`src/sv/gbs_pkg.sv`:
```
`timescale 1ns / 1ps
`default_nettype none
// ----------------------------------------------------------------------------
// gbs_pkg
// Shared types and constants for the greedy box suppression block.
// ----------------------------------------------------------------------------
package gbs_pkg;

   // Field widths
   localparam int COORD_W = 16;
   localparam int EDGE_W  = 18;
   localparam int LABEL_W = 7;
   localparam int AREA_W  = 32;
   localparam int THR_W   = 16;
   localparam int INDEX_W = 16;

   // Configuration port
   localparam int CSR_IDX_W  = 1;
   localparam int CSR_DATA_W = 16;
   localparam logic [CSR_IDX_W-1:0] CSR_THRESHOLD = 1'b0;
   localparam logic [CSR_IDX_W-1:0] CSR_AGNOSTIC  = 1'b1;

   // Reset values and defaults
   localparam logic [THR_W-1:0] THR_RESET = 16'd29491;
   localparam int MAX_KEPT_DEF = 64;

   // Controller states
   typedef enum logic [1:0] {
      ST_IDLE,
      ST_SETUP,
      ST_SCAN,
      ST_COMMIT
   } gbs_state_type;

   // Controller to datapath
   typedef struct packed {
      logic capture;  // latch incoming item
      logic setup;    // form edges and area
      logic scan;     // issue one kept-box read
      logic commit;   // write result, store box
   } gbs_cmd_type;

   // Datapath to controller
   typedef struct packed {
      logic scan_done;  // every kept box issued
      logic pipe_busy;  // compare pipeline holds an entry
      logic out_free;   // result register can take an item
   } gbs_sts_type;

   // One kept box
   typedef struct packed {
      logic [COORD_W-1:0] left;
      logic [COORD_W-1:0] top;
      logic [EDGE_W-1:0]  right;
      logic [EDGE_W-1:0]  bottom;
      logic [LABEL_W-1:0] label;
      logic [AREA_W-1:0]  area;
   } gbs_entry_type;

endpackage
`default_nettype wire

```
`src/sv/gbs_ctrl.sv`:
```
`timescale 1ns / 1ps
`default_nettype none
// ----------------------------------------------------------------------------
// gbs_ctrl
// Sequencer: accepts an item, runs the scan over kept boxes, commits result.
// ----------------------------------------------------------------------------
module gbs_ctrl (
   input  wire                  clock,
   input  wire                  reset,
   input  wire                  req_valid,
   output logic                 req_ready,
   input  gbs_pkg::gbs_sts_type sts,
   output gbs_pkg::gbs_cmd_type cmd
);
   import gbs_pkg::*;

   gbs_state_type state_ff;
   gbs_state_type state_in;

   // State register
   always_ff @(posedge clock) begin
      if (reset) begin
         state_ff <= ST_IDLE;
      end else begin
         state_ff <= state_in;
      end
   end

   // Next state
   always_comb begin
      state_in = state_ff;
      case (state_ff)
         ST_IDLE: begin
            if (req_valid) state_in = ST_SETUP;
         end
         ST_SETUP: begin
            state_in = ST_SCAN;
         end
         ST_SCAN: begin
            if (sts.scan_done) state_in = ST_COMMIT;
         end
         ST_COMMIT: begin
            if (!sts.pipe_busy && sts.out_free) state_in = ST_IDLE;
         end
         default: begin
            state_in = ST_IDLE;
         end
      endcase
   end

   // Outputs
   always_comb begin
      req_ready   = 1'b0;
      cmd         = '0;
      case (state_ff)
         ST_IDLE: begin
            req_ready   = 1'b1;
            cmd.capture = req_valid;
         end
         ST_SETUP: begin
            cmd.setup = 1'b1;
         end
         ST_SCAN: begin
            cmd.scan = !sts.scan_done;
         end
         ST_COMMIT: begin
            cmd.commit = !sts.pipe_busy && sts.out_free;
         end
         default: begin
            req_ready = 1'b0;
         end
      endcase
   end

endmodule
`default_nettype wire

```
`config.mk`:
```
export PLATFORM = sky130hd
export DESIGN_NAME = gbs_ctrl
export DESIGN_NICKNAME = d
export VERILOG_FILES = /design/src/sv/gbs_pkg.sv /design/src/sv/gbs_ctrl.sv
export SDC_FILE = /design/constraint.sdc
export NUM_CORES = 1
export LEC_CHECK = 0
export ABC_AREA = 1
export BUFFER_PORTS_ARGS = -buffer_cell sky130_fd_sc_hd__buf_2
export CAP_MARGIN = 10
export CORE_AREA = 4 4 41 43
export CTS_CLUSTER_DIAMETER = 30
export DETAILED_ROUTE_END_ITERATION = 7
export DIE_AREA = 0 0 45 47
export PLACE_DENSITY = 0.46
export SYNTH_ARGS = -nofsm -noshare
export SYNTH_HDL_FRONTEND = slang
export SYNTH_SLANG_ARGS = --single-unit
```
`constraint.sdc`:
```
create_clock -name clock -period 1.7 [get_ports clock]
set_input_delay 0.17 -clock clock [delete_from_list [all_inputs] [get_ports clock]]
set_output_delay 0.17 -clock clock [all_outputs]
set_load 0.02 [all_outputs]
```
==> summary.txt <==
SETUP PATH
-------------------------------------------------------------------------------
Cell breakdown of the critical path                                inv_1 -> ha_1 -> nand2_1 -> inv_1 -> buf_2
Crit-path max FO                                                              4
Number of cells on the worst reg-to-reg path                                  8
Slowest CP cell                                                    sky130_fd_sc_hd__dfxtp_1
Critical Path Source Type                                             flip-flop
Max stage delay on crit path                                            0.36 ns
CP Data Required Time                                                   1.53 ns
FF-to-FF Start                                                      state_ff[0]
Critical path data arrival time                                         1.17 ns
Critical R2R Capture                                                state_ff[0]
Crit path kind                                                     flip-flop to output pin
R2R Setup Slk                                                           0.53 ns
Most frequent cell on the critical path                            sky130_fd_sc_hd__inv_1
CP endpoint kind                                                     output pin

LOGIC SYNTHESIS
-------------------------------------------------------------------------------
Cell Area, Synth                                                      224 sq um
Main flop type after synthesis                                     sky130_fd_sc_hd__dfxtp_1
Area contributors post-synth                                       sky130_fd_sc_hd__ha_1 28%, sky130_fd_sc_hd__inv_1 18%, sky130_fd_sc_hd__dfxtp_1 18%, sky130_fd_sc_hd__nor2_1 12%, sky130_fd_sc_hd__nand2_1 6.7%
Synth Area in Compound Gates                                             0.0223
Avg Inst Size Synth                                                  6.22 sq um
Main combinational cell family by area after synthesis             simple AND/OR/NAND/NOR gates
Netlist cell types                                                           10
Instance count of the mapped netlist                                         36
Dominant cell by count in the synthesized netlist                  sky130_fd_sc_hd__inv_1
Area share of fa/ha/maj cells after synthesis                             0.279
Top cell type by total area after synthesis                        sky130_fd_sc_hd__ha_1
Sequential area share after synthesis                                     0.179
FF+latch count, synth                                                         2
Fraction of synthesized cell area in xor and xnor cells                       0
Post-synthesis simple-gate area fraction                                  0.335
Number of synthesized flops with an enable pin                                0
Multiplexer share of the synthesized area                                     0
Share of Yosys cell area claimed by the top area cell type                0.279
Synthesized net count                                                        47
Ranking of synthesized cells by instance count                     11 x sky130_fd_sc_hd__inv_1, 7 x sky130_fd_sc_hd__nor2_1, 5 x sky130_fd_sc_hd__ha_1
Number of synthesis warnings                                                  0
Fraction of registers with async set or reset after synthesis                 0

CTS
-------------------------------------------------------------------------------
Buffers from clock root to sink, at most                                      2
Number of H-tree levels                                                       1
Insertion delay to the later sink of the worst-skew pair                0.22 ns
Cell at the root of the clock tree                                 sky130_fd_sc_hd__clkbuf_4
Post-CTS setup repair buffer count                                            0
Clock-pin slew on the worst setup and hold paths                        0.03 ns
Clock tree from TritonCTS                                                  done
Resized cells post-CTS                                                        0
Sinks on the clock net                                                        2
Inserted Clock Buffers                                                        3
CTS Hold Buffers Added                                                        0

PLACE
-------------------------------------------------------------------------------
Number of buffers added on ports                                             10
DPL Wire Length                                                     390 microns
Final Wtd Congestion                                                      0.723
Area after DPL                                                        293 sq um

DRT
-------------------------------------------------------------------------------
Routed WL                                                           453 microns
Post-detailed-route via-to-cell ratio                                      3.64
Via Count                                                                   233
Violation count after the first detailed-route iteration                      4
Antenna Violating Nets Remaining                                              0
Count of unresolved DRC violations after routing                              0
Wire per inst                                                      7.08 microns
Pre-antenna DRT Iters                                                         4

GLOBAL ROUTING
-------------------------------------------------------------------------------
Overall global routing resource usage                                    0.0584
Initial antenna violation count                                               0
GR met3 Demand/Resource                                                       0
Met2 GRT Util                                                            0.0819
GR Layer Usage met1                                                      0.0748
Most Used Layer, Global Route                                              met2
Global-route wire length before repair                              869 microns
Vias in the first global route                                              227
Largest net degree at the start of global routing                             5
Total overflow reported by the global router                                  0

FINISH
-------------------------------------------------------------------------------
Area used by sequential logic in the layout                          40.0 sq um
Count of antenna diodes in the layout                                         0
Number of flip-flops in the largest register                                  2
Layout fillers                                                              168
Cell area after layout                                                315 sq um
Ratio of cells with drive above 1 in the final layout                     0.327
Area used by multi-input combinational logic                          143 sq um
Largest registers                                                   state_ff x2
Area Growth Syn to Fin                                                    40.8%
End-of-flow core utilization                                              0.242
Final net count                                                              62
Most flop-heavy register                                               state_ff

POWER AND IR DROP
-------------------------------------------------------------------------------
Leakage power total                                                    0.205 nW
PD cells                                                           1760 nW/um^2
Maximum VDD drop                                                         564 uV

WORST HOLD PATH
-------------------------------------------------------------------------------
Hold path start                                                           reset
Worst hold path depth                                                         4
Worst hold path endpoint                                            state_ff[1]
Worst hold-check path type                                         input port to flip-flop

FLOORPLANNING
-------------------------------------------------------------------------------
Area of the die                                                      2120 sq um
Boundary pin count                                                           11
Die extent in x                                                      45 microns
Initial core utilization                                                  0.172
Floorplan core area                                                  1300 sq um
Vertical extent of the die                                           47 microns
# rows                                                                       13

JOB
-------------------------------------------------------------------------------
Reported max-cap violation count                                              0

TIMING
-------------------------------------------------------------------------------
Maximum achievable frequency                                          0.744 GHz
Slew Limit Headroom                                                       0.850
Minimum period implied by the final worst setup slack                   1.34 ns
Worst slew pin tran                                                    0.222 ns
Final Hold Fails                                                              0
Period utilization                                                        0.790
Max-slew violations                                                           0
Unrepaired setup endpoints after global routing                           false
Total of endpoints with negative setup slack in the final report              0
Setup TNS Final                                                            0 ns
Final Skew                                                          0.000926 ns

OUTCOME
-------------------------------------------------------------------------------
Run status                                                         complete, no violations

logic make-up after synthesis:
logic type	count (synthesis)
simple gates	17
buf+inv	11
fa+ha+maj	5
flops	2
compound gates	1
layout by cell type, fill, tap and decap left out, types with 2 or more instances in the layout:
| cell | instances |
|---|---|
| sky130_fd_sc_hd__nand3_1 | 2 |
| sky130_fd_sc_hd__clkbuf_4 | 3 |
| sky130_fd_sc_hd__ha_1 | 5 |
| sky130_fd_sc_hd__dfxtp_1 | 2 |
| sky130_fd_sc_hd__nand2_1 | 4 |
| sky130_fd_sc_hd__nand2_2 | 2 |
| sky130_fd_sc_hd__nor2_1 | 7 |
| sky130_fd_sc_hd__inv_1 | 11 |
| sky130_fd_sc_hd__buf_2 | 10 |
metal layers:
layer | part of all wire | vias to the layer above
met3 | 0.042 | 0
met5 | 0 | -
met4 | 0 | 0
li1 | - | 130
met2 | 0.51 | 5
met1 | 0.45 | 98
worst max-delay path by stage:
stage	startpoint	endpoint	slack, ns
after CTS	state_ff[0]	cmd[1]	0.33
after global placement	state_ff[0]	state_ff[0]	0.51
after global routing	state_ff[0]	cmd[1]	0.23
after floorplan	state_ff[0]	state_ff[0]	0.50
final	state_ff[0]	cmd[1]	0.36
after detailed placement	state_ff[0]	state_ff[0]	0.50
area by class of cell:
type,count,share of cell area
Timing Repair Buffer,10,0.159
Tap cell,15,0.0595
Clock buffer,3,0.0714
Sequential cell,2,0.127
Multi-Input combinational cell,23,0.452
Inverter,11,0.131
through the flow:
stage | power (mW) | instances | setup slack (ns) | hold WS (ns)
after floorplan | 0.376 | 36 | 0.501 | 0.326
after global routing | 0.645 | 64 | 0.231 | 0.217
after CTS | 0.578 | 64 | 0.326 | 0.196
after global placement | 0.461 | 61 | 0.513 | 0.422
final | 0.555 | 64 | 0.357 | 0.198
after detailed placement | 0.461 | 61 | 0.501 | 0.435
power by group:
group | internal (mW) | switching, mW | total (mW) | leakage (nW)
registers | 0.0729 | 0.0256 | 0.0985 | 0.0167
clock network | 0.0778 | 0.0266 | 0.104 | 0.0138
logic | 0.134 | 0.219 | 0.352 | 0.175
total | 0.284 | 0.271 | 0.555 | 0.205
worst max-delay path: cells and delay by family, from the launching register on:
family	cells	cell delay, ns
DFF	1	0.36
buffers and inverters	3	0.28
and+or+nand+nor	1	0.10
adders and majority gates	1	0.21
Note: power is estimated with default switching activity, not from simulation.
